$ cat src/rtl/cls_pkg.sv
`default_nettype none

package cls_pkg;

    // field widths of the request and result items
    localparam int OP_W   = 3;
    localparam int VAL_W  = 32;
    localparam int POS_W  = 8;
    localparam int STAT_W = 2;
    localparam int LEN_W  = 5;

    // remainder unit retires one dividend bit per cycle
    localparam int ITER_W = $clog2(POS_W);

    localparam int DEPTH_DEF = 16;

    // opcodes
    localparam logic [OP_W-1:0] OP_INS_FRONT = 3'd0;
    localparam logic [OP_W-1:0] OP_INS_BACK  = 3'd1;
    localparam logic [OP_W-1:0] OP_INS_AFTER = 3'd2;
    localparam logic [OP_W-1:0] OP_DEL_FRONT = 3'd3;
    localparam logic [OP_W-1:0] OP_DEL_BACK  = 3'd4;
    localparam logic [OP_W-1:0] OP_DEL_AT    = 3'd5;
    localparam logic [OP_W-1:0] OP_DUMP      = 3'd6;

    // status codes
    localparam logic [STAT_W-1:0] ST_OK    = 2'd0;
    localparam logic [STAT_W-1:0] ST_EMPTY = 2'd1;
    localparam logic [STAT_W-1:0] ST_FULL  = 2'd2;

    // commands from the sequencer to the free map
    typedef struct packed {
        logic scan;
        logic take;
        logic give;
    } t_fm_cmd;

endpackage

`default_nettype wire

$ cat src/rtl/cls_req_if.sv
`default_nettype none

interface cls_req_if import cls_pkg::*; ();
    logic                    valid;
    logic                    ready;
    logic [OP_W-1:0]         opcode;
    logic signed [VAL_W-1:0] value;
    logic [POS_W-1:0]        position;

    modport source (output valid, opcode, value, position, input ready);
    modport sink (input valid, opcode, value, position, output ready);
endinterface

`default_nettype wire

$ cat src/rtl/cls_res_if.sv
`default_nettype none

interface cls_res_if import cls_pkg::*; ();
    logic                    valid;
    logic                    ready;
    logic [STAT_W-1:0]       status;
    logic signed [VAL_W-1:0] element;
    logic [LEN_W-1:0]        length;
    logic                    last;

    modport source (output valid, status, element, length, last, input ready);
    modport sink (input valid, status, element, length, last, output ready);
endinterface

`default_nettype wire

$ cat src/rtl/cls_ram.sv
`default_nettype none

module cls_ram #(
    parameter int WIDTH = 8,
    parameter int DEPTH = 16,
    localparam int AW = $clog2(DEPTH)
) (
    input  wire logic             i_clk,
    input  wire logic             i_wr_en,
    input  wire logic [AW-1:0]    i_wr_addr,
    input  wire logic [WIDTH-1:0] i_wr_data,
    input  wire logic             i_rd_en,
    input  wire logic [AW-1:0]    i_rd_addr,
    output logic      [WIDTH-1:0] o_rd_data
);

    logic [WIDTH-1:0] r_mem [DEPTH];
    logic [WIDTH-1:0] r_rd_data;

    always_ff @(posedge i_clk) begin
        if (i_wr_en) begin
            r_mem[i_wr_addr] <= i_wr_data;
        end
        if (i_rd_en) begin
            r_rd_data <= r_mem[i_rd_addr];
        end
    end

    assign o_rd_data = r_rd_data;

endmodule

`default_nettype wire

$ cat src/rtl/cls_rem_unit.sv
`default_nettype none

module cls_rem_unit import cls_pkg::*; #(
    parameter int DEPTH = DEPTH_DEF,
    localparam int CW = $clog2(DEPTH + 1)
) (
    input  wire logic             i_clk,
    input  wire logic             i_rst_n,
    input  wire logic             i_start,
    input  wire logic [POS_W-1:0] i_dividend,
    input  wire logic [CW-1:0]    i_divisor,
    output logic                  o_done,
    output logic      [CW-1:0]    o_rem
);

    logic              r_busy, n_busy;
    logic              r_done, n_done;
    logic [ITER_W-1:0] r_iter, n_iter;
    logic [POS_W-1:0]  r_dvd, n_dvd;
    logic [CW-1:0]     r_dsr, n_dsr;
    logic [CW-1:0]     r_rem, n_rem;

    logic [CW:0]       w_trial;
    logic [CW:0]       w_diff;
    logic              w_ge;

    // restoring remainder step: shift in one dividend bit, subtract if it fits
    assign w_trial = {r_rem, r_dvd[POS_W-1]};
    assign w_ge    = (w_trial >= {1'b0, r_dsr});
    assign w_diff  = w_trial - {1'b0, r_dsr};

    always_comb begin
        n_busy = r_busy;
        n_done = 1'b0;
        n_iter = r_iter;
        n_dvd  = r_dvd;
        n_dsr  = r_dsr;
        n_rem  = r_rem;
        if (i_start) begin
            n_busy = 1'b1;
            n_iter = '0;
            n_dvd  = i_dividend;
            n_dsr  = i_divisor;
            n_rem  = '0;
        end else if (r_busy) begin
            n_rem  = w_ge ? w_diff[CW-1:0] : w_trial[CW-1:0];
            n_dvd  = {r_dvd[POS_W-2:0], 1'b0};
            n_iter = r_iter + ITER_W'(1);
            if (r_iter == ITER_W'(POS_W - 1)) begin
                n_busy = 1'b0;
                n_done = 1'b1;
            end
        end
    end

    always_ff @(posedge i_clk) begin
        if (!i_rst_n) begin
            r_busy <= 1'b0;
            r_done <= 1'b0;
            r_iter <= '0;
        end else begin
            r_busy <= n_busy;
            r_done <= n_done;
            r_iter <= n_iter;
        end
    end

    always_ff @(posedge i_clk) begin
        r_dvd <= n_dvd;
        r_dsr <= n_dsr;
        r_rem <= n_rem;
    end

    assign o_done = r_done;
    assign o_rem  = r_rem;

endmodule

`default_nettype wire

$ cat src/rtl/cls_free_map.sv
`default_nettype none

module cls_free_map import cls_pkg::*; #(
    parameter int DEPTH = DEPTH_DEF,
    localparam int AW = $clog2(DEPTH)
) (
    input  wire logic          i_clk,
    input  wire logic          i_rst_n,
    input  wire t_fm_cmd       i_cmd,
    input  wire logic [AW-1:0] i_give_slot,
    output logic               o_found,
    output logic      [AW-1:0] o_slot
);

    // every slot below the hint is in use, so the scan starts there
    logic [DEPTH-1:0] r_free, n_free;
    logic [AW:0]      r_hint, n_hint;
    logic [AW-1:0]    r_ptr, n_ptr;
    logic             r_busy, n_busy;

    assign o_found = r_busy && r_free[r_ptr];
    assign o_slot  = r_ptr;

    always_comb begin
        n_free = r_free;
        n_hint = r_hint;
        n_ptr  = r_ptr;
        n_busy = r_busy;
        if (i_cmd.scan) begin
            n_busy = 1'b1;
            n_ptr  = r_hint[AW-1:0];
        end else if (r_busy && !r_free[r_ptr]) begin
            n_ptr = r_ptr + AW'(1);
        end
        if (i_cmd.take) begin
            n_free[r_ptr] = 1'b0;
            n_hint        = {1'b0, r_ptr} + (AW+1)'(1);
            n_busy        = 1'b0;
        end
        if (i_cmd.give) begin
            n_free[i_give_slot] = 1'b1;
            if ({1'b0, i_give_slot} < r_hint) begin
                n_hint = {1'b0, i_give_slot};
            end
        end
    end

    always_ff @(posedge i_clk) begin
        if (!i_rst_n) begin
            r_free <= '1;
            r_hint <= '0;
            r_ptr  <= '0;
            r_busy <= 1'b0;
        end else begin
            r_free <= n_free;
            r_hint <= n_hint;
            r_ptr  <= n_ptr;
            r_busy <= n_busy;
        end
    end

endmodule

`default_nettype wire

$ cat src/rtl/circular_list_store.sv
// circular_list_store: bounded ordered list of up to DEPTH signed 32-bit values,
// kept as circular doubly linked slots (value, next, prev memories) plus a free map.
// i_req carries one operation per item (opcode, value, position); o_res returns
// result items (status, element, length, last). both are valid/ready channels.
// one request is worked at a time; i_req.ready is high only while the sequencer
// is idle. it may take the next request while a result still waits in o_res.
// work per request (D = current length, p = position):
//   insert front/back  link read, free-slot wait (scan when slots are sparse), splice
//   insert after       remainder unit for (p-1) mod D, then the link walk at one
//                      next-pointer memory read per cycle, then link read and splice
//   delete front/back  read the end slot and unlink it; delete at: divide, walk first
//   dump               one result item per element, in list order from the head
//   full, empty or unused opcode: a single result item
// the free-slot scan checks one slot per cycle and runs alongside the link reads.
// a stalled receiver simply holds the sequencer at its next result item.
// reset empties the list at once; memories need no clearing since only linked
// slots are ever read.
`default_nettype none

module circular_list_store import cls_pkg::*; #(
    parameter int DEPTH = DEPTH_DEF
) (
    input  wire logic  i_clk,
    input  wire logic  i_rst_n,
    cls_req_if.sink    i_req,
    cls_res_if.source  o_res
);

    localparam int AW = $clog2(DEPTH);
    localparam int CW = $clog2(DEPTH + 1);

    typedef enum logic [12:0] {
        S_IDLE      = 13'b0000000000001,
        S_DIV       = 13'b0000000000010,
        S_HEAD_RD   = 13'b0000000000100,
        S_WALK      = 13'b0000000001000,
        S_LINK_RD   = 13'b0000000010000,
        S_LINK_WAIT = 13'b0000000100000,
        S_FREE_WAIT = 13'b0000001000000,
        S_WR2       = 13'b0000010000000,
        S_DEL_RD    = 13'b0000100000000,
        S_DEL_WAIT  = 13'b0001000000000,
        S_DUMP_RD   = 13'b0010000000000,
        S_DUMP_EMIT = 13'b0100000000000,
        S_RESP      = 13'b1000000000000
    } t_state;

    // control state
    t_state            r_state, n_state;
    logic [CW-1:0]     r_count, n_count;
    logic [AW-1:0]     r_tail, n_tail;
    logic              r_o_valid, n_o_valid;

    // working registers of the current request
    logic [OP_W-1:0]   r_op, n_op;
    logic [VAL_W-1:0]  r_val, n_val;
    logic              r_solo, n_solo;
    logic [AW-1:0]     r_at, n_at;
    logic [AW-1:0]     r_after, n_after;
    logic [AW-1:0]     r_new, n_new;
    logic [AW-1:0]     r_cur, n_cur;
    logic [CW-1:0]     r_steps, n_steps;
    logic [CW-1:0]     r_k, n_k;
    logic [STAT_W-1:0] r_status, n_status;
    logic [VAL_W-1:0]  r_elem, n_elem;

    // output item register
    logic [STAT_W-1:0] r_o_status, n_o_status;
    logic [VAL_W-1:0]  r_o_elem, n_o_elem;
    logic [LEN_W-1:0]  r_o_len, n_o_len;
    logic              r_o_last, n_o_last;

    // memory ports
    logic              val_wr_en, val_rd_en;
    logic [AW-1:0]     val_wr_addr;
    logic [VAL_W-1:0]  val_wr_data, val_rd_data;
    logic              nxt_wr_en, nxt_rd_en;
    logic [AW-1:0]     nxt_wr_addr, nxt_wr_data, nxt_rd_addr, nxt_rd_data;
    logic              prv_wr_en, prv_rd_en;
    logic [AW-1:0]     prv_wr_addr, prv_wr_data, prv_rd_data;

    // shared units
    t_fm_cmd           fm_cmd;
    logic              fm_found;
    logic [AW-1:0]     fm_slot;
    logic              div_start;
    logic              div_done;
    logic [CW-1:0]     div_rem;
    logic [POS_W-1:0]  w_dividend;

    logic              w_out_free;
    logic              w_full;
    logic              w_empty;
    logic [CW-1:0]     w_k_inc;

    assign w_out_free = !r_o_valid || o_res.ready;
    assign w_full     = (r_count == CW'(DEPTH));
    assign w_empty    = (r_count == '0);
    assign w_k_inc    = r_k + CW'(1);
    // position at or below one means the head, otherwise walk (p-1) mod length
    assign w_dividend = (i_req.position <= POS_W'(1)) ? '0 : i_req.position - POS_W'(1);

    cls_ram #(.WIDTH(VAL_W), .DEPTH(DEPTH)) u_val_ram (
        .i_clk     (i_clk),
        .i_wr_en   (val_wr_en),
        .i_wr_addr (val_wr_addr),
        .i_wr_data (val_wr_data),
        .i_rd_en   (val_rd_en),
        .i_rd_addr (r_cur),
        .o_rd_data (val_rd_data)
    );

    cls_ram #(.WIDTH(AW), .DEPTH(DEPTH)) u_nxt_ram (
        .i_clk     (i_clk),
        .i_wr_en   (nxt_wr_en),
        .i_wr_addr (nxt_wr_addr),
        .i_wr_data (nxt_wr_data),
        .i_rd_en   (nxt_rd_en),
        .i_rd_addr (nxt_rd_addr),
        .o_rd_data (nxt_rd_data)
    );

    cls_ram #(.WIDTH(AW), .DEPTH(DEPTH)) u_prv_ram (
        .i_clk     (i_clk),
        .i_wr_en   (prv_wr_en),
        .i_wr_addr (prv_wr_addr),
        .i_wr_data (prv_wr_data),
        .i_rd_en   (prv_rd_en),
        .i_rd_addr (r_cur),
        .o_rd_data (prv_rd_data)
    );

    cls_free_map #(.DEPTH(DEPTH)) u_free_map (
        .i_clk       (i_clk),
        .i_rst_n     (i_rst_n),
        .i_cmd       (fm_cmd),
        .i_give_slot (r_cur),
        .o_found     (fm_found),
        .o_slot      (fm_slot)
    );

    cls_rem_unit #(.DEPTH(DEPTH)) u_rem_unit (
        .i_clk      (i_clk),
        .i_rst_n    (i_rst_n),
        .i_start    (div_start),
        .i_dividend (w_dividend),
        .i_divisor  (r_count),
        .o_done     (div_done),
        .o_rem      (div_rem)
    );

    // sequencer
    always_comb begin
        n_state    = r_state;
        n_count    = r_count;
        n_tail     = r_tail;
        n_op       = r_op;
        n_val      = r_val;
        n_solo     = r_solo;
        n_at       = r_at;
        n_after    = r_after;
        n_new      = r_new;
        n_cur      = r_cur;
        n_steps    = r_steps;
        n_k        = r_k;
        n_status   = r_status;
        n_elem     = r_elem;

        // output register drains when taken
        n_o_valid  = r_o_valid && !o_res.ready;
        n_o_status = r_o_status;
        n_o_elem   = r_o_elem;
        n_o_len    = r_o_len;
        n_o_last   = r_o_last;

        val_wr_en   = 1'b0;
        val_wr_addr = fm_slot;
        val_wr_data = r_val;
        val_rd_en   = 1'b0;
        nxt_wr_en   = 1'b0;
        nxt_wr_addr = fm_slot;
        nxt_wr_data = r_after;
        nxt_rd_en   = 1'b0;
        nxt_rd_addr = r_tail;
        prv_wr_en   = 1'b0;
        prv_wr_addr = fm_slot;
        prv_wr_data = r_at;
        prv_rd_en   = 1'b0;

        fm_cmd    = '0;
        div_start = 1'b0;

        unique case (r_state)
            S_IDLE: begin
                if (i_req.valid) begin
                    n_op     = i_req.opcode;
                    n_val    = i_req.value;
                    n_status = ST_OK;
                    n_elem   = '0;
                    n_steps  = '0;
                    n_k      = '0;
                    if (i_req.opcode == OP_INS_FRONT || i_req.opcode == OP_INS_BACK ||
                        i_req.opcode == OP_INS_AFTER) begin
                        if (w_full) begin
                            n_status = ST_FULL;
                            n_state  = S_RESP;
                        end else begin
                            fm_cmd.scan = 1'b1;
                            n_solo      = w_empty;
                            if (w_empty) begin
                                n_state = S_FREE_WAIT;
                            end else if (i_req.opcode == OP_INS_AFTER) begin
                                div_start = 1'b1;
                                n_state   = S_DIV;
                            end else begin
                                n_at    = r_tail;
                                n_state = S_LINK_RD;
                            end
                        end
                    end else if (i_req.opcode == OP_DEL_FRONT ||
                                 i_req.opcode == OP_DEL_BACK ||
                                 i_req.opcode == OP_DEL_AT || i_req.opcode == OP_DUMP) begin
                        if (w_empty) begin
                            n_status = ST_EMPTY;
                            n_state  = S_RESP;
                        end else if (i_req.opcode == OP_DEL_BACK) begin
                            n_cur   = r_tail;
                            n_state = S_DEL_RD;
                        end else if (i_req.opcode == OP_DEL_AT) begin
                            div_start = 1'b1;
                            n_state   = S_DIV;
                        end else begin
                            n_state = S_HEAD_RD;
                        end
                    end else begin
                        // unused opcode: plain ok
                        n_state = S_RESP;
                    end
                end
            end

            S_DIV: begin
                if (div_done) begin
                    n_steps = div_rem;
                    n_state = S_HEAD_RD;
                end
            end

            S_HEAD_RD: begin
                // head is the slot after the tail
                nxt_rd_en   = 1'b1;
                nxt_rd_addr = r_tail;
                n_state     = S_WALK;
            end

            S_WALK: begin
                // memory output holds the slot reached so far
                if (r_steps == '0) begin
                    if (r_op == OP_INS_AFTER) begin
                        n_at    = nxt_rd_data;
                        n_state = S_LINK_RD;
                    end else if (r_op == OP_DUMP) begin
                        n_cur   = nxt_rd_data;
                        n_state = S_DUMP_RD;
                    end else begin
                        n_cur   = nxt_rd_data;
                        n_state = S_DEL_RD;
                    end
                end else begin
                    nxt_rd_en   = 1'b1;
                    nxt_rd_addr = nxt_rd_data;
                    n_steps     = r_steps - CW'(1);
                end
            end

            S_LINK_RD: begin
                nxt_rd_en   = 1'b1;
                nxt_rd_addr = r_at;
                n_state     = S_LINK_WAIT;
            end

            S_LINK_WAIT: begin
                n_after = nxt_rd_data;
                n_state = S_FREE_WAIT;
            end

            S_FREE_WAIT: begin
                if (fm_found) begin
                    // fill the new slot; a lone element links to itself
                    fm_cmd.take = 1'b1;
                    val_wr_en   = 1'b1;
                    nxt_wr_en   = 1'b1;
                    nxt_wr_data = r_solo ? fm_slot : r_after;
                    prv_wr_en   = 1'b1;
                    prv_wr_data = r_solo ? fm_slot : r_at;
                    n_new       = fm_slot;
                    if (r_solo) begin
                        n_tail  = fm_slot;
                        n_count = r_count + CW'(1);
                        n_state = S_RESP;
                    end else begin
                        n_state = S_WR2;
                    end
                end
            end

            S_WR2: begin
                // splice the new slot between its neighbors
                nxt_wr_en   = 1'b1;
                nxt_wr_addr = r_at;
                nxt_wr_data = r_new;
                prv_wr_en   = 1'b1;
                prv_wr_addr = r_after;
                prv_wr_data = r_new;
                n_count     = r_count + CW'(1);
                if (r_op == OP_INS_BACK || (r_op == OP_INS_AFTER && r_at == r_tail)) begin
                    n_tail = r_new;
                end
                n_state = S_RESP;
            end

            S_DEL_RD: begin
                val_rd_en   = 1'b1;
                nxt_rd_en   = 1'b1;
                nxt_rd_addr = r_cur;
                prv_rd_en   = 1'b1;
                n_state     = S_DEL_WAIT;
            end

            S_DEL_WAIT: begin
                fm_cmd.give = 1'b1;
                n_elem      = val_rd_data;
                n_count     = r_count - CW'(1);
                if (r_count <= CW'(1)) begin
                    n_tail = '0;
                end else begin
                    if (r_cur == r_tail) begin
                        n_tail = prv_rd_data;
                    end
                    nxt_wr_en   = 1'b1;
                    nxt_wr_addr = prv_rd_data;
                    nxt_wr_data = nxt_rd_data;
                    prv_wr_en   = 1'b1;
                    prv_wr_addr = nxt_rd_data;
                    prv_wr_data = prv_rd_data;
                end
                n_state = S_RESP;
            end

            S_DUMP_RD: begin
                val_rd_en   = 1'b1;
                nxt_rd_en   = 1'b1;
                nxt_rd_addr = r_cur;
                n_state     = S_DUMP_EMIT;
            end

            S_DUMP_EMIT: begin
                if (w_out_free) begin
                    n_o_valid  = 1'b1;
                    n_o_status = ST_OK;
                    n_o_elem   = val_rd_data;
                    n_o_len    = LEN_W'(r_count);
                    n_o_last   = (w_k_inc == r_count);
                    n_cur      = nxt_rd_data;
                    n_k        = w_k_inc;
                    n_state    = (w_k_inc == r_count) ? S_IDLE : S_DUMP_RD;
                end
            end

            S_RESP: begin
                if (w_out_free) begin
                    n_o_valid  = 1'b1;
                    n_o_status = r_status;
                    n_o_elem   = r_elem;
                    n_o_len    = LEN_W'(r_count);
                    n_o_last   = 1'b1;
                    n_state    = S_IDLE;
                end
            end

            default: begin
                n_state = S_IDLE;
            end
        endcase
    end

    always_ff @(posedge i_clk) begin
        if (!i_rst_n) begin
            r_state   <= S_IDLE;
            r_count   <= '0;
            r_tail    <= '0;
            r_o_valid <= 1'b0;
        end else begin
            r_state   <= n_state;
            r_count   <= n_count;
            r_tail    <= n_tail;
            r_o_valid <= n_o_valid;
        end
    end

    always_ff @(posedge i_clk) begin
        r_op       <= n_op;
        r_val      <= n_val;
        r_solo     <= n_solo;
        r_at       <= n_at;
        r_after    <= n_after;
        r_new      <= n_new;
        r_cur      <= n_cur;
        r_steps    <= n_steps;
        r_k        <= n_k;
        r_status   <= n_status;
        r_elem     <= n_elem;
        r_o_status <= n_o_status;
        r_o_elem   <= n_o_elem;
        r_o_len    <= n_o_len;
        r_o_last   <= n_o_last;
    end

    assign i_req.ready   = (r_state == S_IDLE);
    assign o_res.valid   = r_o_valid;
    assign o_res.status  = r_o_status;
    assign o_res.element = r_o_elem;
    assign o_res.length  = r_o_len;
    assign o_res.last    = r_o_last;

    // a request is taken only when idle, and work always leaves idle
    a_one_at_a_time: assert property (@(posedge i_clk) disable iff (!i_rst_n)
        i_req.valid && i_req.ready |=> !i_req.ready)
        else $error("request taken while previous one in progress");

    // an insert into a full list goes straight to its reply and changes nothing
    a_full_reject: assert property (@(posedge i_clk) disable iff (!i_rst_n)
        i_req.valid && i_req.ready && w_full &&
        (i_req.opcode == OP_INS_FRONT || i_req.opcode == OP_INS_BACK ||
         i_req.opcode == OP_INS_AFTER)
        |=> r_state == S_RESP && $stable(r_count) && r_status == ST_FULL)
        else $error("insert into full list not rejected");

    // the link walk never runs past the list length
    a_walk_bound: assert property (@(posedge i_clk) disable iff (!i_rst_n)
        r_state == S_WALK |-> r_steps < r_count)
        else $error("walk step count out of range");

    // an empty status always reports an empty list
    a_empty_len: assert property (@(posedge i_clk) disable iff (!i_rst_n)
        $rose(r_o_valid) && r_o_status == ST_EMPTY |-> r_o_len == '0 && r_o_last)
        else $error("empty status with nonzero length");

endmodule

`default_nettype wire
$ cat src/flat_wrapper.sv
// flat-port wrapper written by rule: the top's interface ports become plain ports
module circular_list_store_flat import cls_pkg::*;
#(
    parameter int DEPTH = DEPTH_DEF
)
  (i_clk, i_rst_n, i_req_valid, i_req_opcode, i_req_value, i_req_position, i_req_ready, o_res_valid, o_res_status, o_res_element, o_res_length, o_res_last, o_res_ready);
  cls_req_if i_req_i ();
  cls_res_if o_res_i ();
  input  wire logic i_clk;
  input  wire logic i_rst_n;
  input wire logic [$bits(i_req_i.valid)-1:0] i_req_valid;
  input wire logic [$bits(i_req_i.opcode)-1:0] i_req_opcode;
  input wire logic [$bits(i_req_i.value)-1:0] i_req_value;
  input wire logic [$bits(i_req_i.position)-1:0] i_req_position;
  output wire logic [$bits(i_req_i.ready)-1:0] i_req_ready;
  output wire logic [$bits(o_res_i.valid)-1:0] o_res_valid;
  output wire logic [$bits(o_res_i.status)-1:0] o_res_status;
  output wire logic [$bits(o_res_i.element)-1:0] o_res_element;
  output wire logic [$bits(o_res_i.length)-1:0] o_res_length;
  output wire logic [$bits(o_res_i.last)-1:0] o_res_last;
  input wire logic [$bits(o_res_i.ready)-1:0] o_res_ready;
  assign i_req_i.valid = i_req_valid;
  assign i_req_i.opcode = i_req_opcode;
  assign i_req_i.value = i_req_value;
  assign i_req_i.position = i_req_position;
  assign i_req_ready = i_req_i.ready;
  assign o_res_valid = o_res_i.valid;
  assign o_res_status = o_res_i.status;
  assign o_res_element = o_res_i.element;
  assign o_res_length = o_res_i.length;
  assign o_res_last = o_res_i.last;
  assign o_res_i.ready = o_res_ready;
  circular_list_store #(.DEPTH(DEPTH)) u_core (.i_clk(i_clk), .i_rst_n(i_rst_n), .i_req(i_req_i), .o_res(o_res_i));
endmodule
$ cat config.mk
export PLATFORM = sky130hd
export DESIGN_NAME = circular_list_store_flat
export DESIGN_NICKNAME = d
export VERILOG_FILES = /design/src/rtl/cls_pkg.sv /design/src/rtl/cls_req_if.sv /design/src/rtl/cls_res_if.sv /design/src/rtl/cls_ram.sv /design/src/rtl/cls_rem_unit.sv /design/src/rtl/cls_free_map.sv /design/src/rtl/circular_list_store.sv /design/src/flat_wrapper.sv
export SDC_FILE = /design/constraint.sdc
export NUM_CORES = 1
export LEC_CHECK = 0
export BUFFER_PORTS_ARGS = -buffer_cell sky130_fd_sc_hd__buf_2
export CAP_MARGIN = 5
export CORE_MARGIN = 2
export CORE_UTILIZATION = 55
export DETAILED_ROUTE_END_ITERATION = 12
export PLACE_DENSITY = 0.76
export SLEW_MARGIN = 25
export SYNTH_ARGS = -nofsm -noshare
export SYNTH_HDL_FRONTEND = slang
export SYNTH_SLANG_ARGS = --single-unit
$ cat constraint.sdc
create_clock -name i_clk -period 15.3 [get_ports i_clk]
set_input_delay 0 -clock i_clk [delete_from_list [all_inputs] [get_ports i_clk]]
set_output_delay 0 -clock i_clk [all_outputs]
set_load 0.02 [all_outputs]
==> Word level (Yosys, flattened, before mapping) <==
Memory sizes are Yosys's and may differ from the RTL's. A register that Yosys moved wholly into a read port is not among the register bits.
Index checks and enable logic that the tools add are counted.
{ "totals": {"word_cells": 279, "ram_bits": 640, "reg_bits": 208, "latchBits": 0, "rom_bits": 0, "output_inout_bits": 42, "n_memories": 3, "inputBits": 47} }
{ "mem_list": {"columns": ["name", "depth", "word_bits", "read_ports", "rd_ports_with_merged_regs", "wr", "line", "rtl"], "rows": [
  ["u_core.u_val_ram.r_mem", 16, 32, 1, 1, 1, "cls_ram.sv:17", "logic [WIDTH-1:0] r_mem [DEPTH];"],
  ["u_core.u_nxt_ram.r_mem", 16, 4, 1, 1, 1, "cls_ram.sv:17", null],
  ["u_core.u_prv_ram.r_mem", 16, 4, 1, 1, 1, "cls_ram.sv:17", null]
]} }
{ "classes": {"n_mul": 0, "n_bitwise": 6, "div": 0, "n_mux": 130, "order_cmp": 8, "n_shift": 0, "reduce_logical": 48, "n_eq_ne": 46, "n_addsub": 9} }
{ "ops": {"columns": ["op", "n"], "rows": [
  ["13-bit two-way mux", 14],
  ["13-bit one-hot mux with 12 select lines", 1],
  ["32-bit one-hot mux with 2 select lines", 2],
  ["4-bit two-way mux", 31],
  ["32-bit two-way mux", 3],
  ["4-bit one-hot mux with 3 select lines", 5],
  ["5-bit two-way mux", 11],
  ["1-bit two-way mux", 37],
  ["16-bit two-way mux", 2],
  ["5-bit one-hot mux with 3 select lines", 2],
  ["8-bit two-way mux", 3],
  ["4-bit one-hot mux with 2 select lines", 3],
  ["11-bit two-way mux", 2],
  ["2-bit by 1-bit inequality test with 1-bit output, second input constant", 10],
  ["16-bit AND", 1],
  ["2-bit inequality test, second input constant", 8],
  ["16-bit inverter", 1],
  ["16-bit bitwise OR", 1],
  ["3-bit equality test, second input constant", 5],
  ["13-bit by 1-bit equality test with 1-bit output, second input constant", 1],
  ["13-bit by 10-bit equality test with 1-bit output, second input constant", 1],
  ["13-bit by 11-bit equality test with 1-bit output, second input constant", 1],
  ["13-bit by 12-bit equality test with 1-bit output, second input constant", 1],
  ["13-bit equality test, second input constant", 1],
  ["other kinds (53)", 100]
]} }

==> Longest topological paths before layout <==
Gate-level depths: netlist (run 1).
{ "depth": {"ltp_word": 9, "ltp_mapped": 12, "depth_no_buf": 11} }

==> Modules after synthesis <==
A second synthesis (run 1) with hierarchy kept.
{ "unflattened": {"hier_cells": 2068, "hier_area_um2": 35952.0} }
{ "by_module_without_submodules": {"columns": ["mod", "area_per_inst_um2", "instances", "cells_each", "seq_area_each_um2"], "rows": [
  ["cls_ram at u_core.u_val_ram", 20155.6, 1, 838, 16335.7],
  ["circular_list_store", 7837.5, 1, 714, 4544.4],
  ["cls_ram at u_core.u_nxt_ram ...", 2706.3, 2, 130, 2042.0],
  ["cls_free_map", 1447.6, 1, 170, 520.5],
  ["cls_rem_unit", 1098.6, 1, 86, 590.6]
]} }

==> Least setup slack after synthesis (run 1) <==
OpenSTA, ideal clock, no wires.
{ "synth_timing": {"kind": "reg2reg", "from": "reg u_core.r_state[0]", "to": "reg u_core.u_nxt_ram.r_rd_data[2], in the netlist u_core.u_nxt_ram.o_rd_data[2] (read register of u_core.u_nxt_ram.r_mem) (data pin)", "required_time_ps": 15033, "path_buffers": 3, "t_arrival_ps": 5890, "stages_incl_launch_ff": 11, "setup_slack_ps": 9143, "setup_time_ps": 267, "path_cell_list": "dfxtp_1 > buf_2 > or4_1 > buf_2 > nor4b_1 > a21oi_1 > nand2_1 > clkbuf_1 > nand2_1 > a32oi_1 > o211ai_1"} }
{ "synth_between": {"elab_chain_len": 3} }
{ "synth_rtl": {"columns": ["item", "line", "rtl"], "rows": [
  ["start, declared", "circular_list_store.sv:49", "t_state r_state, n_state;"],
  ["start signal, assigned", "circular_list_store.sv:394", "r_state <= n_state;"],
  ["13-bit by 3-bit equality test with 1-bit output, or another cell as far along", "circular_list_store.sv:193", "unique case (r_state)"],
  ["4-bit OR reduction (no line) or 2-bit OR reduction (tied branches)", null, null],
  ["1-bit one-hot mux with 2 select lines or 4-bit one-hot mux with 3 select lines (tied branches)", "circular_list_store.sv:193", null],
  ["end, declared", "cls_ram.sv:18", "logic [WIDTH-1:0] r_rd_data;"]
]} }
Several ways; a longest one is shown, not always the timed one.
A chain may end at the register's enable or synchronous reset.

==> Worst setup path in the final report (run 1) <==
{ "layout_timing": {"from": "reg u_core.r_state[4]", "to": "reg u_core.u_nxt_ram.r_rd_data[1], in the netlist u_core.u_nxt_ram.o_rd_data[1] (read register of u_core.u_nxt_ram.r_mem) (data pin)"} }
The elaborated chain is that of the path after synthesis.

==> metrics.md, run 1 <==
| Metric | Value |
|---|---|
| Crit Path Max Fanout | 17 |
| Mean Syn Cell Area | 18.4 um2 |
| Cells along the critical path | or4_1 > nor4_2 > nand2_1 > a31oi_4 > buf_16 > mux2i_1 > nand2_1 > a32oi_1 > o211ai_1 |
| Leak | 13.5 nW |
| EDFF count, synth | 829 |
| Max transition margin | 24.5% |
| Hold WC Path Type | in -> reg |
| Post-synth top area share | 70.2% |
| N_diodes | 0 |
| Final worst path period share | 28.7% |
| R2R setup slack | 10900 ps |
| Critical Path AT | 4760 ps |
| Run status | finished, final reports clean |
| Setup TNS | 0 ps |
| RSZ-0062 raised after global routing | false |
| Congestion Overflow GR | 0 |
| Global Route Usage Sum | 23.9% |
| Area leader, netlist | edfxtp_1 |
| Reg2reg end | u_core.u_nxt_ram.o_rd_data[1]$_DFFE_PP_ |
| CTS Sinks | 888 |
| Reg2reg start | u_core.r_state[4]$_SDFFE_PN0P_ |
| Global-route met2 utilization | 39.7% |
| Top_reg_cell synth | edfxtp_1 |
| Delay-heaviest family, CP | simple AND/OR/NAND/NOR gates |
| Root Buffer | clkbuf_16 |
| Hold Path Sink | u_core.r_val[17]$_DFFE_PP_ |
| Synthesized flop and latch total | 888 |
| Maximum clock rate | 0.227 GHz |
| Post-synth ARST share | 0% |
| Number of fillers in the final layout | 4283 |
| Top post-synthesis cells by area | edfxtp_1 70%, mux4_2 12%, dfxtp_1 3.3% |
| GPL Wtd Cong | 0.877 |
| Hold WS | 77.2 ps |
| DR iter-0 viols | 2010 |
| Vias in the first global route | 19100 |
| Post-synthesis net count | 1998 |
| Drt total wl | 78.9 mm |
| Slew @ Worst Pin | 1120 ps |
| Number of cells on the worst reg-to-reg path | 9 |
| First-pass detailed-route iteration total | 7 |
| Die X | 258 um |
| Max-cap violations | 0 |
| Register area | 26100 um2 |
| CP dominant cell by count | nand2_1 |
| Layout area overhead | 14.0% |
| Crit path capture type | register |
| Register area share after synthesis | 73.5% |
| Yosys Warn Count | 0 |
| Power density cells | 136 nW/um2 |
| PortBufs | 88 |
| Clk_lat worst skew | 630 ps |
| Post-CTS setup buffer count | 0 |
| Num ports | 89 |
| Hold path depth | 2 |
| Final Critical Period | 4400 ps |
| Stages on the worst setup path | 9 |
| Layout cell share with drive strength beyond 1 | 24.1% |
| Final setup fails | 0 |
| Initial antenna violation count | 1 |
| Via count | 18800 |
| Worst-path clk slew | 60 ps |
| Hold_sp | i_req_value[17] |
| WP data required | 15660 ps |
| Cell row count | 93 |
| Netlist area before placement | 35500 um2 |
| Slowest-stage cell, CP | nor4_2 |
| Total CTS buffers | 87 |
| Htree depth | 3 |
| Peak VDD IR | 0.000109 V |
| Largest net degree at the start of global routing | 147 |
| Initial Utilization | 55.3% |
| Library cells used by synthesis | 66 |
| Vias per std cell | 6.22 |
| Die area | 66600 um2 |
| Max clock buf depth | 3 |
| First-pass GRT wire length | 119 mm |
| Clock Skews | 20.0 ps |
| Wire per inst | 26.1 um |
| CORE AREA | 64100 um2 |
| GRT met1 Usage | 33.1% |
| Slowest cell delay on critical path | 970 ps |
| Startpoint Class | register |
| CP Buf/Inv Count | 1 |
| HPWL Detailed | 42.8 mm |
| GR Layer Usage met3 | 4.12% |
| Die H | 258 um |
| Cells after Synth | 1927 |
| Multi-input gate area | 9000 um2 |
| GR peak layer | met2 |
| CTS tree | built |
| Final Slew Violations | 0 |
| Worst Setup Path Type | reg -> reg |
| Nets | 2167 |
| Post-route ant nets | 0 |
| Final Hold Viols | 0 |
| Remaining DRCs | 0 |
[cell usage in the layout (no fill, tap or decap), drive strengths merged, types with 20 or more instances in the layout]
cell and n:
clkbuf 112, buf 121, xnor2 20, dfxtp 59, nand3 20, o21ai 37, clkinv 35, and2 51
mux4 185, dlygate4sd3 52, inv 48, mux2i 37, xor2 20, nor3 22, nor2 114, ha 23
edfxtp 829, nand2 100, a21oi 49, mux2 49
[what timing repair did]
action	in CTS	in global routing
hold buffers	52	0
endpoints found under the hold margin	80	0
gates resized for setup	0	0
[cells in the mapped netlist, drive strengths merged (13+ instances only)]
master  instances
nand2b         13
nor2          114
a21oi          49
and2           51
dfxtp          59
buf            20
xor2           20
mux4          185
nor3           22
clkbuf         73
xnor2          20
mux2           49
inv            46
edfxtp        829
nand3          20
mux2i          37
o21ai          37
nand2         100
o221ai         15
ha             23
[per-layer routing]
metal | vias up | wire, um | part of all wire (%)
met4 | 0 | 2070 | 2.6
met3 | 155 | 5710 | 7.2
met2 | 877 | 39400 | 50
met1 | 9725 | 31700 | 40
li1 | 8048 | - | -
met5 | - | 0 | 0
[worst reg2reg max path, delay by kind of cell, from the launching register on]
kind / cells / cell delay, ps
flip-flops: 1 / 360
AND/OR/NAND/NOR: 4 / 2160
buffers and inverters: 1 / 240
multiplexers: 1 / 240
AO/OA/AOI/OAI: 3 / 1120
[registers in the layout (all words and copies together) (netlist names), 5 cells and up]
register / flops
u_core.o_res.length: 5
u_core.r_k: 5
u_core.u_free_map.r_hint: 5
u_core.o_res.element: 32
u_core.u_val_ram.r_mem: 512
u_core.r_elem: 32
u_core.u_prv_ram.r_mem: 64
u_core.u_rem_unit.r_dvd: 8
u_core.u_nxt_ram.r_mem: 64
u_core.r_count: 5
u_core.u_val_ram.o_rd_data: 32
u_core.r_steps: 5
u_core.r_state: 13
u_core.r_val: 32
u_core.u_rem_unit.o_rem: 5
u_core.u_free_map.r_free: 16
u_core.u_rem_unit.r_dsr: 5
[layout make-up]
type	count	share of cell area, %
clock buffer	112	5.74
sequential	888	64.5
clock inverter	48	1.32
inverter	47	0.436
multi-input combinational	899	22.3
tap	855	2.65
timing repair buffer	173	3.11
[power breakdown]
| group | switching, W | total [W] | internal (W) |
|---|---|---|---|
| Clock | 0.000885 | 0.00213 | 0.00125 |
| Combinational | 0.000252 | 0.000384 | 0.000132 |
| Sequential | 0.000127 | 0.00297 | 0.00285 |
| Total | 0.00126 | 0.00549 | 0.00422 |
[metrics by stage]
| stage | area (um2) | power, W | setup slack [ps] | instances | utilization [%] |
|---|---|---|---|---|---|
| 2_1_floorplan | 35500 | 0.00322 | 9140 | 1927 | - |
| 3_3_place_gp | 37000 | 0.00336 | 11100 | 2809 | 57.7 |
| 3_5_place_dp | 37000 | 0.00339 | 11040 | 2810 | 57.8 |
| 4_1_cts | 40400 | 0.00551 | 11000 | 3022 | 63.0 |
| 5_1_grt | 40400 | 0.00567 | 10750 | 3022 | 63.1 |
| 6_report | 40400 | 0.00549 | 10900 | 3022 | 63.1 |
[how the worst max path moves through the flow]
stage | slack (ps) | endpoint | start
after CTS | 11000 | u_core.u_nxt_ram.o_rd_data[1]$_DFFE_PP_ | u_core.r_state[4]$_SDFFE_PN0P_
after global placement | 11100 | u_core.u_nxt_ram.o_rd_data[3]$_DFFE_PP_ | u_core.r_state[4]$_SDFFE_PN0P_
after detailed placement | 11040 | u_core.u_nxt_ram.o_rd_data[1]$_DFFE_PP_ | u_core.r_state[4]$_SDFFE_PN0P_
final | 10900 | u_core.u_nxt_ram.o_rd_data[1]$_DFFE_PP_ | u_core.r_state[4]$_SDFFE_PN0P_
after floorplan | 9140 | u_core.u_nxt_ram.o_rd_data[2]$_DFFE_PP_ | u_core.r_state[0]$_SDFFE_PN1P_
after global routing | 10750 | u_core.u_nxt_ram.o_rd_data[3]$_DFFE_PP_ | u_core.r_state[4]$_SDFFE_PN0P_
[kinds of logic (layout without fill, tap and decap cells)]
family / Yosys count / count (layout) / synth area share [%]
compound gates: 172 / 172 / 3.25
xor+xnor: 40 / 40 / 0.987
fa+ha+maj: 24 / 24 / 0.868
buf+inv: 140 / 380 / 1.53
flops: 888 / 888 / 73.5
mux: 271 / 271 / 14.3
simple gates: 392 / 392 / 5.52
No activity file was read; power rests on OpenSTA's default activity.
==> inputs of run 2 (changes only) <==
--- a/config.mk
+++ b/config.mk
@@ -5,12 +5,13 @@
 export SDC_FILE = /design/constraint.sdc
 export NUM_CORES = 1
 export LEC_CHECK = 0
+export ABC_AREA = 1
 export BUFFER_PORTS_ARGS = -buffer_cell sky130_fd_sc_hd__buf_2
 export CAP_MARGIN = 5
 export CORE_MARGIN = 2
 export CORE_UTILIZATION = 55
 export DETAILED_ROUTE_END_ITERATION = 12
-export PLACE_DENSITY = 0.76
+export PLACE_DENSITY = 0.78
 export SLEW_MARGIN = 25
 export SYNTH_ARGS = -nofsm -noshare
 export SYNTH_HDL_FRONTEND = slang
==> constraint.sdc (replaced) <==
create_clock -name i_clk -period 3.9 [get_ports i_clk]
set_input_delay 0 -clock i_clk [delete_from_list [all_inputs] [get_ports i_clk]]
set_output_delay 0 -clock i_clk [all_outputs]
set_load 0.02 [all_outputs]
==> run 2 against run 1 <==
Net effect: utilization up 0.64 points; routed wire length up 8.6%; count of clock-buffer cells in the layout decreased by 6; fmax is 36% higher; sequential share of layout area up 0.28 points; total power rose to 4.1 times the previous value.
==> metrics.md, run 2 <==
| Metric | Value |
|---|---|
| Max transition margin | 30.1% |
| Post-CTS Resized | 0 |
| Power density cells | 556 nW/um2 |
| HPWL Detailed | 54.2 mm |
| Synthesized flop and latch total | 888 |
| WP data required | 4200 ps |
| Mean Syn Cell Area | 13.5 um2 |
| Register area share after synthesis | 74.1% |
| Crit path capture type | register |
| Post-synth ARST share | 0% |
| Max clock buf depth | 3 |
| Delay-heaviest family, CP | simple AND/OR/NAND/NOR gates |
| Total CTS buffers | 85 |
| Final setup fails | 0 |
| Post-route ant nets | 0 |
| Final Critical Period | 3230 ps |
| Post-synth top area share | 70.7% |
| First-pass GRT wire length | 130 mm |
| Biggest register | u_core.u_val_ram.r_mem |
| Register area | 26100 um2 |
| Clk_lat worst skew | 650 ps |
| Peak VDD IR | 0.000488 V |
| Maximum clock rate | 0.310 GHz |
| Post-CTS setup buffer count | 0 |
| Area leader, netlist | edfxtp_1 |
| Wire per inst | 23.2 um |
| Initial antenna violation count | 4 |
| Initial Utilization | 55.7% |
| Cells along the critical path | inv_1 > nor4_1 > nand2_2 > inv_2 > nand2_2 > nand3_2 > nand3_1 > nor2_1 |
| CP dominant cell by count | nand2_2 |
| Most common cell in the synthesized netlist | edfxtp_1 |
| Num ports | 89 |
| Global Route Usage Sum | 25.7% |
| RSZ-0062 raised after global routing | false |
| Hold WS | 59.6 ps |
| Layout cell share with drive strength beyond 1 | 12.1% |
| Remaining DRCs | 0 |
| Worst-path clk slew | 60 ps |
| CP Buf/Inv Count | 2 |
| Top_reg_cell synth | edfxtp_1 |
| Worst Setup Path Type | reg -> reg |
| CTS Hold Bufs | 55 |
| Vias per std cell | 6.14 |
| Yosys Warn Count | 0 |
| CORE AREA | 63200 um2 |
| Die H | 257 um |
| Netlist area before placement | 35200 um2 |
| Cell row count | 92 |
| DR iter-0 viols | 3150 |
| Vias in the first global route | 22200 |
| First-pass detailed-route iteration total | 7 |
| Final Util | 63.7% |
| Most common cell after layout, fill and taps aside | edfxtp_1 |
| Run status | finished, final reports clean |
| Congestion Overflow GR | 0 |
| Top post-synthesis cells by area | edfxtp_1 71%, a22oi_1 6.2%, dfxtp_1 3.4% |
| Number of fillers in the final layout | 4367 |
| Cells after Synth | 2605 |
| Most frequent cells in the layout | 829 x edfxtp_1, 289 x a22oi_1, 272 x nand2_1 |
| CTS tree | built |
| Drt total wl | 85.7 mm |
| Post-synthesis net count | 2676 |
| Multi-input gate area | 7980 um2 |
| Biggest regs | u_core.u_val_ram.r_mem: 512 flops, u_core.u_nxt_ram.r_mem: 64 flops, u_core.u_prv_ram.r_mem: 64 flops |
| CTS Sinks | 888 |
| Startpoint Class | register |
| GPL Wtd Cong | 0.934 |
| Die X | 257 um |
| Die area | 66000 um2 |
| Root Buffer | clkbuf_16 |
| Max reg flops | 512 |
| Final worst path period share | 82.8% |
| Leak | 14.0 nW |
| Critical Path AT | 3530 ps |
| Final Slew Violations | 0 |
| Library cells used by synthesis | 49 |
| PortBufs | 88 |
| Htree depth | 3 |
| Slowest-stage cell, CP | inv_2 |
| EDFF count, synth | 829 |
| Hold WC Path Type | in -> reg |
| Max-cap violations | 0 |
| Via count | 22600 |
| Final Hold Viols | 0 |
| Slew @ Worst Pin | 1050 ps |
| Top post-synthesis cells by count | 829 x edfxtp_1, 289 x a22oi_1, 273 x nand2_1 |
| Clock Skews | 34.4 ps |
| Nets | 2845 |
| Largest net degree at the start of global routing | 67 |
| Slowest cell delay on critical path | 550 ps |
| Setup TNS | 0 ps |
| Layout area overhead | 14.4% |
| Crit Path Max Fanout | 22 |
-- run 2: cell types whose count changed in the layout (fill, tap and decap cells not counted), moves of 42 or more --
cell / previous run / this run
and2_1: 42 / 0
o21ai_0: 36 / 97
nand2_1: 99 / 272
nand3_1: 20 / 111
a22oi_1: 1 / 289
a21oi_1: 44 / 183
nor2_1: 113 / 159
mux2_2: 49 / 0
inv_1: 43 / 196
mux4_2: 185 / 0
-- run 2: report_power, final --
part | internal (W) | switching [W]
clock network | 0.00458 | 0.00347
logic | 0.000618 | 0.00163
registers | 0.0114 | 0.000652
-- run 2: worst reg2reg max path, stage by stage (launching register included) --
cell	delay (ps)
dfxtp_1	370
inv_1	70
nor4_1	360
nand2_2	400
inv_2	560
nand2_2	210
nand3_2	260
nand3_1	310
nor2_1	370
-- run 2: per-layer routing --
layer | global-route usage, % | up-vias | share of wire [%]
li1 | - | 10100 | -
met5 | 0 | - | 0.054
met1 | 36.3 | 11100 | 40
met3 | 4.29 | 178 | 9.6
met4 | 8.24 | 6 | 2.4
met2 | 41.3 | 1294 | 48
-- run 2: cell families (layout without fill, tap and decap cells) --
| group | after synthesis | after routing | synth area share (%) |
|---|---|---|---|
| XOR/XNOR | 28 | 28 | 0.697 |
| other | 0 | 1 | 0 |
| flip-flops | 888 | 888 | 74.1 |
| AO/OA/AOI/OAI | 652 | 652 | 11.7 |
| AND/OR/NAND/NOR | 682 | 682 | 8.89 |
| buffers and inverters | 331 | 567 | 3.72 |
| adder cells (fa/ha/maj) | 24 | 24 | 0.875 |
-- run 2: through the flow --
stage               instances  area (um2)  setup WS [ps]  power (W)
floorplan                2605       35200            565     0.0134
global placement         3478       37000            862     0.0143
detailed placement       3478       37000            741     0.0144
CTS                      3687       40200            744     0.0224
global route             3687       40300            445     0.0231
finish                   3688       40300            671     0.0224
-- run 2: worst paths after layout --
kind              slack [ps]  cells past startpoint                                     start                                        to
setup / recovery         670                      8            u_core.r_state[9]$_SDFFE_PN0P_   u_core.u_nxt_ram.r_mem[14][1]$_DFFE_PP_
hold reg to reg          470                      2  u_core.u_rem_unit.r_iter[1]$_SDFFE_PP0P_  u_core.u_rem_unit.r_iter[1]$_SDFFE_PP0P_
hold / removal            60                      2                           i_req_value[10]                u_core.r_val[10]$_DFFE_PP_
setup reg to reg         670                      8            u_core.r_state[9]$_SDFFE_PN0P_   u_core.u_nxt_ram.r_mem[14][1]$_DFFE_PP_
-- run 2: final cells by class --
cell class | count | share of cell area [%]
flip-flops and latches | 888 | 64.8
multi-input cells | 1386 | 19.8
clock buffers | 106 | 5.48
repair buffers | 199 | 4.00
well taps | 846 | 2.63
inverters | 214 | 2.00
clock inverters | 48 | 1.27
diodes | 1 | 0.00622
